==> config.mk <==
export PLATFORM = sky130hd
export DESIGN_NAME = url_percent_decoder
export DESIGN_NICKNAME = d
export VERILOG_FILES = /design/src/rtl/upd_pkg.sv /design/src/rtl/url_percent_decoder.sv /design/src/rtl/upd_front.sv /design/src/rtl/upd_queue.sv /design/src/rtl/upd_back.sv
export SDC_FILE = /design/constraint.sdc
export NUM_CORES = 1
export LEC_CHECK = 0
export ABC_AREA = 1
export BUFFER_PORTS_ARGS = -buffer_cell sky130_fd_sc_hd__buf_2
export CELL_PAD_IN_SITES_DETAIL_PLACEMENT = 1
export CELL_PAD_IN_SITES_GLOBAL_PLACEMENT = 1
export CORE_ASPECT_RATIO = 1.2
export CORE_MARGIN = 5
export CORE_UTILIZATION = 30
export CTS_CLUSTER_DIAMETER = 80
export CTS_CLUSTER_SIZE = 25
export DETAILED_ROUTE_END_ITERATION = 8
export PLACE_DENSITY = 0.52
export SETUP_SLACK_MARGIN = 0.4
export SYNTH_ARGS = -nofsm -noshare
export SYNTH_HDL_FRONTEND = slang
export SYNTH_SLANG_ARGS = --single-unit
==> constraint.sdc <==
create_clock -name clk -period 5.1 [get_ports clk]
set_input_delay 0.51 -clock clk [delete_from_list [all_inputs] [get_ports clk]]
set_output_delay 0.51 -clock clk [all_outputs]
set_load 0.1 [all_outputs]
==> src/rtl/upd_pkg.sv <==
// Shared types, character codes and hex helpers for the URL percent decoder.
// No dependencies.
`default_nettype none

package upd_pkg;

    localparam logic [7:0] CH_PCT   = 8'h25;
    localparam logic [7:0] CH_PLUS  = 8'h2B;
    localparam logic [7:0] CH_SPACE = 8'h20;
    localparam logic [7:0] CH_0     = 8'h30;
    localparam logic [7:0] CH_9     = 8'h39;
    localparam logic [7:0] CH_LA    = 8'h61;
    localparam logic [7:0] CH_LF    = 8'h66;
    localparam logic [7:0] CH_UA    = 8'h41;
    localparam logic [7:0] CH_UF    = 8'h46;

    localparam int QUEUE_DEPTH = 4;
    localparam int QPTR_W      = $clog2(QUEUE_DEPTH);
    localparam int QCNT_W      = $clog2(QUEUE_DEPTH + 1);

    localparam logic [1:0] PEND_NONE  = 2'd0;
    localparam logic [1:0] PEND_PCT   = 2'd1;
    localparam logic [1:0] PEND_DIGIT = 2'd2;

    typedef struct packed {
        logic [7:0] byte0;
        logic [7:0] byte1;
        logic [7:0] byte2;
        logic [1:0] top;
        logic       last;
    } entry_t;

    function automatic logic is_hex(input logic [7:0] c);
        logic r;
        r = (c >= CH_0 && c <= CH_9) || (c >= CH_LA && c <= CH_LF)
            || (c >= CH_UA && c <= CH_UF);
        return r;
    endfunction

    function automatic logic [3:0] hex_val(input logic [7:0] c);
        logic [7:0] v;
        v = 8'd0;
        if (c >= CH_0 && c <= CH_9)
        begin
            v = c - CH_0;
        end
        else if (c >= CH_LA && c <= CH_LF)
        begin
            v = c - CH_LA + 8'd10;
        end
        else if (c >= CH_UA && c <= CH_UF)
        begin
            v = c - CH_UA + 8'd10;
        end
        return v[3:0];
    endfunction

endpackage

`default_nettype wire

==> src/rtl/url_percent_decoder.sv <==
// Top level of the streaming URL percent decoder.
// Depends on upd_pkg, upd_front, upd_queue and upd_back.
//
// Usage:
//   Input channel (in_valid/in_ready, in_byte, in_last) takes one encoded
//   byte per item; in_last marks the final byte of a string. Output channel
//   (out_valid/out_ready, out_byte, out_last, decoded_count) gives decoded
//   bytes in order; out_last marks the final decoded byte of a string and
//   decoded_count is the saturating length of the string so far.
//   '%' plus two hex digits decodes to one byte, '+' becomes a space, a
//   broken or truncated escape passes through literally.
// Path: a byte that releases output passes the queue memory, then the output
//   register on out_*; a '%' or first hex digit is held until the next byte.
// Throughput: one input item per cycle while the queue is not full and each
//   item releases at most one byte. The back end emits one byte per cycle
//   while out_ready allows; the two or three bytes of a flushed broken escape
//   are absorbed by the four-entry queue between front and back end.
// Stall: when out_ready is low the output register holds, the queue fills,
//   and in_ready drops only once the queue is full.
// Reset: rst_n clears held escape state, queue and length count; no
//   clearing pass, the block takes items as soon as reset is released.
`default_nettype none

module url_percent_decoder #(
    parameter int COUNT_WIDTH = 16
) (
    input  wire logic                   clk,
    input  wire logic                   rst_n,
    input  wire logic                   in_valid,
    output logic                        in_ready,
    input  wire logic [7:0]             in_byte,
    input  wire logic                   in_last,
    output logic                        out_valid,
    input  wire logic                   out_ready,
    output logic [7:0]                  out_byte,
    output logic                        out_last,
    output logic [COUNT_WIDTH-1:0]      decoded_count
);
    import upd_pkg::*;

    entry_t q_in;
    entry_t q_head;
    logic   q_push;
    logic   q_pop;
    logic   q_empty;
    logic   q_full;

    upd_front u_front (
        .clk      (clk),
        .rst_n    (rst_n),
        .in_valid (in_valid),
        .in_ready (in_ready),
        .in_byte  (in_byte),
        .in_last  (in_last),
        .q_full   (q_full),
        .q_push   (q_push),
        .q_data   (q_in)
    );

    upd_queue u_queue (
        .clk       (clk),
        .rst_n     (rst_n),
        .push      (q_push),
        .push_data (q_in),
        .pop       (q_pop),
        .head      (q_head),
        .empty     (q_empty),
        .full      (q_full)
    );

    upd_back #(
        .COUNT_WIDTH (COUNT_WIDTH)
    ) u_back (
        .clk           (clk),
        .rst_n         (rst_n),
        .head          (q_head),
        .empty         (q_empty),
        .pop           (q_pop),
        .out_valid     (out_valid),
        .out_ready     (out_ready),
        .out_byte      (out_byte),
        .out_last      (out_last),
        .decoded_count (decoded_count)
    );

endmodule

`default_nettype wire

==> src/rtl/upd_front.sv <==
// Front end: accepts raw bytes, tracks a held '%' and digit, and builds one
// queue entry of up to three decoded bytes per item. Uses upd_pkg.
`default_nettype none

module upd_front (
    input  wire logic            clk,
    input  wire logic            rst_n,
    input  wire logic            in_valid,
    output logic                 in_ready,
    input  wire logic [7:0]      in_byte,
    input  wire logic            in_last,
    input  wire logic            q_full,
    output logic                 q_push,
    output upd_pkg::entry_t      q_data
);
    import upd_pkg::*;

    logic [1:0] pend_cnt_reg;
    logic [1:0] pend_cnt_next;
    logic [7:0] pend_digit_reg;
    logic [1:0] n_out;
    logic       f_hold;
    logic [7:0] f_byte;
    logic       accept;

    assign in_ready = !q_full;
    assign accept   = in_valid && in_ready;
    assign f_hold   = (in_byte == CH_PCT) && !in_last;
    assign f_byte   = (in_byte == CH_PLUS) ? CH_SPACE : in_byte;

    always_comb
    begin
        pend_cnt_next = PEND_NONE;
        n_out         = 2'd0;
        q_data.byte0  = f_byte;
        q_data.byte1  = f_byte;
        q_data.byte2  = f_byte;
        case (pend_cnt_reg)
            PEND_PCT:
            begin
                if (is_hex(in_byte) && !in_last)
                begin
                    pend_cnt_next = PEND_DIGIT;
                end
                else
                begin
                    q_data.byte0 = CH_PCT;
                    if (f_hold)
                    begin
                        pend_cnt_next = PEND_PCT;
                        n_out         = 2'd1;
                    end
                    else
                    begin
                        n_out = 2'd2;
                    end
                end
            end
            PEND_DIGIT:
            begin
                if (is_hex(in_byte) && is_hex(pend_digit_reg))
                begin
                    q_data.byte0 = {hex_val(pend_digit_reg), hex_val(in_byte)};
                    n_out        = 2'd1;
                end
                else
                begin
                    q_data.byte0 = CH_PCT;
                    q_data.byte1 = pend_digit_reg;
                    if (f_hold)
                    begin
                        pend_cnt_next = PEND_PCT;
                        n_out         = 2'd2;
                    end
                    else
                    begin
                        n_out = 2'd3;
                    end
                end
            end
            default:
            begin
                if (f_hold)
                begin
                    pend_cnt_next = PEND_PCT;
                end
                else
                begin
                    n_out = 2'd1;
                end
            end
        endcase
        q_data.top  = n_out - 2'd1;
        q_data.last = in_last;
    end

    assign q_push = accept && (n_out != 2'd0);

    always_ff @(posedge clk or negedge rst_n)
    begin
        if (!rst_n)
        begin
            pend_cnt_reg <= PEND_NONE;
        end
        else if (accept)
        begin
            pend_cnt_reg <= pend_cnt_next;
        end
    end

    always_ff @(posedge clk)
    begin
        if (accept && pend_cnt_next == PEND_DIGIT)
        begin
            pend_digit_reg <= in_byte;
        end
    end

endmodule

`default_nettype wire

==> src/rtl/upd_queue.sv <==
// Short entry queue between front and back ends.
// Uses upd_pkg for the entry type and depth.
`default_nettype none

module upd_queue (
    input  wire logic            clk,
    input  wire logic            rst_n,
    input  wire logic            push,
    input  wire upd_pkg::entry_t push_data,
    input  wire logic            pop,
    output upd_pkg::entry_t      head,
    output logic                 empty,
    output logic                 full
);
    import upd_pkg::*;

    entry_t              mem [QUEUE_DEPTH];
    logic [QPTR_W-1:0]   wr_ptr_reg;
    logic [QPTR_W-1:0]   rd_ptr_reg;
    logic [QCNT_W-1:0]   cnt_reg;
    logic [QCNT_W-1:0]   cnt_next;

    assign empty = (cnt_reg == '0);
    assign full  = (cnt_reg == QCNT_W'(QUEUE_DEPTH));
    assign head  = mem[rd_ptr_reg];

    always_comb
    begin
        cnt_next = cnt_reg;
        if (push && !pop)
        begin
            cnt_next = cnt_reg + 1'b1;
        end
        else if (pop && !push)
        begin
            cnt_next = cnt_reg - 1'b1;
        end
    end

    always_ff @(posedge clk or negedge rst_n)
    begin
        if (!rst_n)
        begin
            wr_ptr_reg <= '0;
            rd_ptr_reg <= '0;
            cnt_reg    <= '0;
        end
        else
        begin
            if (push)
            begin
                wr_ptr_reg <= wr_ptr_reg + 1'b1;
            end
            if (pop)
            begin
                rd_ptr_reg <= rd_ptr_reg + 1'b1;
            end
            cnt_reg <= cnt_next;
        end
    end

    always_ff @(posedge clk)
    begin
        if (push)
        begin
            mem[wr_ptr_reg] <= push_data;
        end
    end

endmodule

`default_nettype wire

==> src/rtl/upd_back.sv <==
// Back end: drains queue entries one byte per cycle, while out_ready allows,
// into an output register and keeps the saturating decoded length. Uses upd_pkg.
`default_nettype none

module upd_back #(
    parameter int COUNT_WIDTH = 16
) (
    input  wire logic                   clk,
    input  wire logic                   rst_n,
    input  wire upd_pkg::entry_t        head,
    input  wire logic                   empty,
    output logic                        pop,
    output logic                        out_valid,
    input  wire logic                   out_ready,
    output logic [7:0]                  out_byte,
    output logic                        out_last,
    output logic [COUNT_WIDTH-1:0]      decoded_count
);
    import upd_pkg::*;

    logic [1:0]             idx_reg;
    logic [COUNT_WIDTH-1:0] len_reg;
    logic [COUNT_WIDTH-1:0] len_next;
    logic                   out_valid_reg;
    logic [7:0]             out_byte_reg;
    logic                   out_last_reg;
    logic [COUNT_WIDTH-1:0] out_count_reg;
    logic                   load;
    logic                   idx_end;
    logic [7:0]             sel_byte;

    assign load     = !empty && (!out_valid_reg || out_ready);
    assign idx_end  = (idx_reg == head.top);
    assign pop      = load && idx_end;
    assign len_next = (len_reg == {COUNT_WIDTH{1'b1}}) ? len_reg : len_reg + 1'b1;

    always_comb
    begin
        case (idx_reg)
            2'd0:    sel_byte = head.byte0;
            2'd1:    sel_byte = head.byte1;
            default: sel_byte = head.byte2;
        endcase
    end

    always_ff @(posedge clk or negedge rst_n)
    begin
        if (!rst_n)
        begin
            idx_reg       <= 2'd0;
            len_reg       <= '0;
            out_valid_reg <= 1'b0;
        end
        else
        begin
            if (load)
            begin
                out_valid_reg <= 1'b1;
                idx_reg       <= idx_end ? 2'd0 : idx_reg + 2'd1;
                len_reg       <= (idx_end && head.last) ? '0 : len_next;
            end
            else if (out_ready)
            begin
                out_valid_reg <= 1'b0;
            end
        end
    end

    always_ff @(posedge clk)
    begin
        if (load)
        begin
            out_byte_reg  <= sel_byte;
            out_last_reg  <= idx_end && head.last;
            out_count_reg <= len_next;
        end
    end

    assign out_valid     = out_valid_reg;
    assign out_byte      = out_byte_reg;
    assign out_last      = out_last_reg;
    assign decoded_count = out_count_reg;

endmodule

`default_nettype wire

## After elaboration in Yosys (flattened, before gate mapping)

Memory sizes are Yosys's and may differ from the RTL's.
Cells that the tools add are included.

- Bits in writable memories: 108
- Output and inout bits: 27
- Memories: 1
- Input port bits: 13
- Register bits: 61
- Logic and storage cells: 115

- Magnitude comparators: 12
- $add $sub $neg: 17
- Equality and inequality tests: 9
- Muxes and demuxes: 32
- Reduce and logical (&&, ||, !) cells: 33

Memory list:

| name | depth | width | read ports | clocked after Yosys merged registers in | wr ports | RTL line | source |
|---|---|---|---|---|---|---|---|
| u_queue.mem | 4 | 27 | 1 | 0 | 1 | upd_queue.sv:17 | `entry_t mem [QUEUE_DEPTH];` |

Operators with widths:

| operator | count |
|---|---|
| 8-bit 2-to-1 mux | 5 |
| 8-bit by 7-bit greater-or-equal comparator with 1-bit output, second input constant | 4 |
| 8-bit by 7-bit <= comparator with 1-bit output, second input constant | 4 |
| 16-bit 2-to-1 mux | 2 |
| 8-bit one-hot mux with 2 select lines | 2 |
| 4-bit 2-to-1 mux | 6 |
| 4-bit by 1-bit subtractor with 4-bit output, second input constant | 6 |
| 1-bit logical AND | 17 |
| 16-bit by 1-bit adder with 16-bit output, second input constant | 1 |
| 4-bit adder, second input constant | 4 |
| 16-bit equality test, second input constant | 1 |
| 8-bit by 6-bit equality test with 1-bit output, second input constant | 2 |
| 8-bit by 6-bit greater-or-equal comparator with 1-bit output, second input constant | 2 |
| 8-bit by 6-bit <= comparator with 1-bit output, second input constant | 2 |
| 2-bit 2-to-1 mux | 6 |
| 2-bit one-hot mux with 2 select lines | 2 |
| 1-bit 2-to-1 mux | 7 |
| 2-bit by 1-bit adder with 2-bit output, second input constant | 3 |
| 1-bit zero test | 6 |
| 3-bit 2-to-1 mux | 2 |
| 2-bit nonzero test | 3 |
| 1-bit logical OR | 5 |
| 2-bit by 1-bit equality test with 1-bit output, second input constant | 2 |
| 2-bit equality test, second input constant | 2 |
| 7 further kinds | 7 |

## Logic depth before layout (Yosys ltp)

- Word-level depth: 13
- Depth in mapped cells: 21

## Cells and area by module

Synthesis repeated with hierarchy kept, for this count alone.

- Cells, all modules: 789
- Area, all modules: 8155.3 µm²

Modules (own cells, without submodules):

| module | area each (µm²) | seq. area each (µm²) | cells an instance | times used |
|---|---|---|---|---|
| upd_queue | 4735.8 | 3418.3 | 362 | 1 |
| upd_back | 2262.2 | 1226.2 | 249 | 1 |
| upd_front | 1157.4 | 290.3 | 178 | 1 |

## Worst setup path after synthesis

No wires, ideal clock.

- Path type: input -> register
- Start: input in_byte[1]
- End: memory u_queue.mem[0][0] in the netlist's numbering (enable)
- Path slack: 1.242 ns
- Stages: 16
- Arrival time: 3.447 ns
- Required time: 4.689 ns
- Library setup time: 0.411 ns
- Path through: inv_1 > ha_1 > inv_1 > nand2_1 > nor2_1 > nor2_1 > nand2_1 > nand3_4 > nand2_1 > nand2_2 > o21ai_1 > o21ai_0 > ha_1 > nor2_1 > inv_1 > nor2_1

- Cells in the longest elaborated chain, start to end: 11

Ends and longest elaborated chain:

| item | RTL line | source |
|---|---|---|
| start: declaration | url_percent_decoder.sv:31 | `input wire logic [7:0] in_byte,` |
| 8-bit by 6-bit greater-or-equal comparator with 1-bit output, or another cell as far along | upd_pkg.sv:35 | `r = (c >= CH_0 && c <= CH_9) \|\| (c >= CH_LA && c <= CH_LF)` |
| 1-bit logical AND | upd_pkg.sv:35 |  |
| 1-bit logical OR | upd_pkg.sv:35 |  |
| 1-bit logical OR | upd_pkg.sv:36 | `\|\| (c >= CH_UA && c <= CH_UF);` |
| 1-bit logical AND (on tied branches) | upd_front.sv:61, upd_front.sv:41 |  |
| 2-bit 2-to-1 mux (on tied branches) | upd_front.sv:61, upd_front.sv:41 |  |
| 2-bit one-hot mux with 2 select lines (*) | upd_front.sv:38 | `case (pend_cnt_reg)` |
| 2-bit nonzero test (*) | upd_front.sv:97 | `assign q_push = accept && (n_out != 2'd0);` |
| 1-bit logical AND (*) | upd_front.sv:97 |  |
| net q_push | url_percent_decoder.sv:43 | `logic q_push;` |
| 1-bit 2-to-1 mux (*) | upd_queue.sv:64 | `if (push)` |
| 1-bit 2-to-1 mux (implied by the code) (*) | upd_queue.sv:66 | `mem[wr_ptr_reg] <= push_data;` |
| end: declaration | upd_queue.sv:17 |  |

The timed path passes the listed nets; every way through them passes the cells marked *.

## Final worst setup path

- Start: register u_front.pend_digit_reg[0]
- End: register u_queue.cnt_reg[2]

- Cells in the longest elaborated chain, start to end: 12

Ends and longest elaborated chain:

| item | RTL line | source |
|---|---|---|
| start: declaration | upd_front.sv:20 | `logic [7:0] pend_digit_reg;` |
| start signal: assignment | upd_front.sv:115 | `pend_digit_reg <= in_byte;` |
| 8-bit by 6-bit greater-or-equal comparator with 1-bit output, or another cell as far along | upd_pkg.sv:35 |  |
| 1-bit logical AND | upd_pkg.sv:35 |  |
| 1-bit logical OR | upd_pkg.sv:35 |  |
| 1-bit logical OR (*) | upd_pkg.sv:36 |  |
| 1-bit logical AND (*) | upd_front.sv:61 | `if (is_hex(in_byte) && is_hex(pend_digit_reg))` |
| 2-bit 2-to-1 mux (*) | upd_front.sv:61 |  |
| 2-bit one-hot mux with 2 select lines (*) | upd_front.sv:38 |  |
| 2-bit nonzero test (*) | upd_front.sv:97 |  |
| 1-bit logical AND (*) | upd_front.sv:97 |  |
| net q_push | url_percent_decoder.sv:43 |  |
| 1-bit zero test | upd_queue.sv:34 | `else if (pop && !push)` |
| 1-bit logical AND | upd_queue.sv:34 |  |
| 2-bit nonzero test (no line) | n/a |  |
| end signal: assignment | upd_queue.sv:58 | `cnt_reg <= cnt_next;` |
| end: declaration | upd_queue.sv:20 | `logic [QCNT_W-1:0] cnt_reg;` |

Marks and branches as above.
A chain may end at the register's enable or synchronous reset.

==> results.json <==
{
  "status": "complete, no violations",
  "startpoint_type": "register",
  "grtUsageTotal_pct": 13.6,
  "synth-edff-count": 141,
  "grt_max_degree": 48,
  "clock_skew_ns": 0.00798,
  "yosysWarnings": 0,
  "criticalPathCategory": "reg2reg",
  "grt.overflow.total": 0,
  "fmax_mhz": 280,
  "nFillCells": 2822,
  "place.gp.congestion": 0.817,
  "largest_register_ffs": 108,
  "diodes": 0,
  "nets": 783,
  "drt_pass1_iterations": 4,
  "syn_avg_cell_area_um2": 11.0,
  "synthDominantCellAreaShare_pct": 54.4,
  "min_path_type": "in2async",
  "use_met3_pct": 2.64,
  "multiInputGateArea_um2": 2470,
  "clock_path_buffers": 2,
  "via_count": 5147,
  "synth.area.top_cells": "edfxtp_1, dfrtp_1, nand2_1, o21ai_0, nor2_1",
  "clock-root-buffer": "clkbuf_16",
  "io_pins": 40,
  "drive_above_1_share_pct": 16.1,
  "core_area_um2": 25500,
  "io_buffers": 39,
  "synth.most_common_cell": "edfxtp_1",
  "finalSetupTns_ns": 0,
  "maxCapViolCount": 0,
  "required_ns": 5.40,
  "drv_slew": 0,
  "cts_setup_buffers": 0,
  "cts_tree": "yes",
  "setup_viol_count_final": 0,
  "h-tree-depth": 4,
  "wl_per_cell_um": 17.4,
  "leakagePower_nw": 3.51,
  "cts_buffers": 17,
  "period_needed_ns": 3.57,
  "clk_pin_slew_worst_paths_ns": 0.06,
  "die_area_um2": 29300,
  "rows": 64,
  "grt-busiest-layer": "met2",
  "p_per_area_nw_per_um2": 624,
  "ys_seq_area_share_pct": 63.4,
  "slew_headroom_pct": 20.1,
  "synth_cell_types": 44,
  "synthesis.area_um2": 7780,
  "vdd.ir_drop.worst_uv": 261,
  "cts_hold_buf": 0,
  "fin_cells": 1093,
  "placed_cells": 1061,
  "period_share_pct": 70.1,
  "syn_to_final_growth_pct": 15.2,
  "reg2reg_slack_ns": 1.53,
  "postCtsResizedCells": 0,
  "synthCells": 709,
  "synth-seq-cells": 169,
  "drt-total-wl_um": 19000,
  "crit_fanout": 17,
  "synth_commonest_cells": "edfxtp_1, nand2_1, nor2_1",
  "clk_latency_ns": 0.43,
  "die_x_um": 157,
  "register_area_um2": 4930,
  "grt_pass1_vias": 5754,
  "use_met1_pct": 16.5,
  "syn_nets": 742,
  "final_core_util_pct": 35.1,
  "rsz0062_at_grt": "no",
  "cts_num_sinks": 169,
  "use_met2_pct": 23.9,
  "grt_pass1_wl_um": 30800,
  "drt_iter0_markers": 173,
  "ant_nets": 0,
  "worstPathArrival_ns": 3.88,
  "layout_setup_ws_ns": 1.53,
  "cp-end-kind": "register",
  "place_ws_ns": 1.24,
  "async_flop_share_pct": 16.6,
  "start_util_pct": 30.5,
  "finalHoldViolCount": 0,
  "antenna_found_initial": 0,
  "via_per_inst": 4.71,
  "die_h_um": 186,
  "hpwlAfterDp_um": 13000,
  "drc": 0,
  "yosysTopAreaCell": "edfxtp_1",
  "worst_pin_slew_ns": 1.19,
  "synth_ff_type": "edfxtp_1"
}
[cell families after synthesis]
group	synth area share, %
AND/OR/NAND/NOR	15.9
flip-flops	63.4
AO/OA/AOI/OAI	9.70
buffers and inverters	5.05
XOR/XNOR	2.57
adder cells (fa/ha/maj)	3.31
[worst paths after layout]
kind | from | to | cells after the start
min in group clk | out_ready | u_back.out_valid$_DFFE_PN0P_ | 2
max reg2reg | u_front.pend_digit_reg[0]$_DFFE_PP_ | u_queue.cnt_reg[2]$_DFFE_PN0P_ | 18
min | rst_n | u_queue.cnt_reg[2]$_DFFE_PN0P_ | 1
max in group asynchronous | rst_n | u_back.len_reg[2]$_DFFE_PN0P_ | 1
min reg2reg | u_front.pend_cnt_reg[0]$_DFFE_PN0P_ | u_front.pend_cnt_reg[0]$_DFFE_PN0P_ | 2
max | u_front.pend_digit_reg[0]$_DFFE_PP_ | u_queue.cnt_reg[2]$_DFFE_PN0P_ | 18
[area by class of cell]
cell class | instances | area share (%)
clock buffers | 19 | 4.83
flip-flops and latches | 169 | 55.1
repair buffers | 49 | 3.02
well taps | 330 | 4.61
inverters | 70 | 2.95
multi-input cells | 443 | 27.6
clock inverters | 13 | 1.97
[critical path: stages, from the launching register on]
cell and delay (ns):
edfxtp_1 0.49, inv_1 0.15, ha_1 0.24, o21ai_0 0.22
a21oi_1 0.13, inv_1 0.13, nand2_1 0.13, nand2_4 0.11
nand2_8 0.11, nand2_1 0.13, nand3_2 0.07, ha_1 0.18
nor2_1 0.29, ha_1 0.20, inv_1 0.06, fa_1 0.38
a21oi_1 0.15, o21ai_0 0.12, xor2_1 0.15
[metrics by stage]
step                instance area [um2]  hold slack, ns  total power [mW]
finish                             8960           0.142              5.59
global route                       8960           0.195              5.94
CTS                                8960           0.171              5.69
detailed placement                 8350           0.529              4.34
global placement                   8350           0.501              4.28
floorplan                          7780           0.214              3.75
[layout by cell type, fill, tap and decap left out, drive strengths merged]
cell / netlist / layout
a21boi: 1 / 1
a21oi: 6 / 6
a31oi: 1 / 1
buf: 6 / 49
bufinv: 0 / 4
clkbuf: 21 / 19
clkinv: 1 / 6
clkinvlp: 0 / 3
dfrtp: 28 / 28
edfxtp: 141 / 141
fa: 1 / 1
ha: 19 / 19
inv: 69 / 70
nand2: 128 / 128
nand3: 40 / 40
nand3b: 1 / 1
nand4: 3 / 3
nor2: 87 / 87
nor3: 9 / 9
nor4: 1 / 1
o211ai: 1 / 1
o21a: 1 / 1
o21ai: 87 / 87
o22ai: 32 / 32
o311ai: 1 / 1
o31ai: 1 / 1
or2: 1 / 1
xnor2: 2 / 2
xor2: 20 / 20
[power by group]
group	switching, mW	internal (mW)	total, mW
registers	0.120	1.92	2.04
logic	1.74	0.475	2.22
clock network	0.521	0.815	1.34
total	2.39	3.21	5.59
[layer usage]
layer,routed length [um],part of all wire [%]
met5,0,0
met4,419,2.2
met3,469,2.5
met2,9680,51
met1,8460,44
Power figures use the tool's default switching activity.
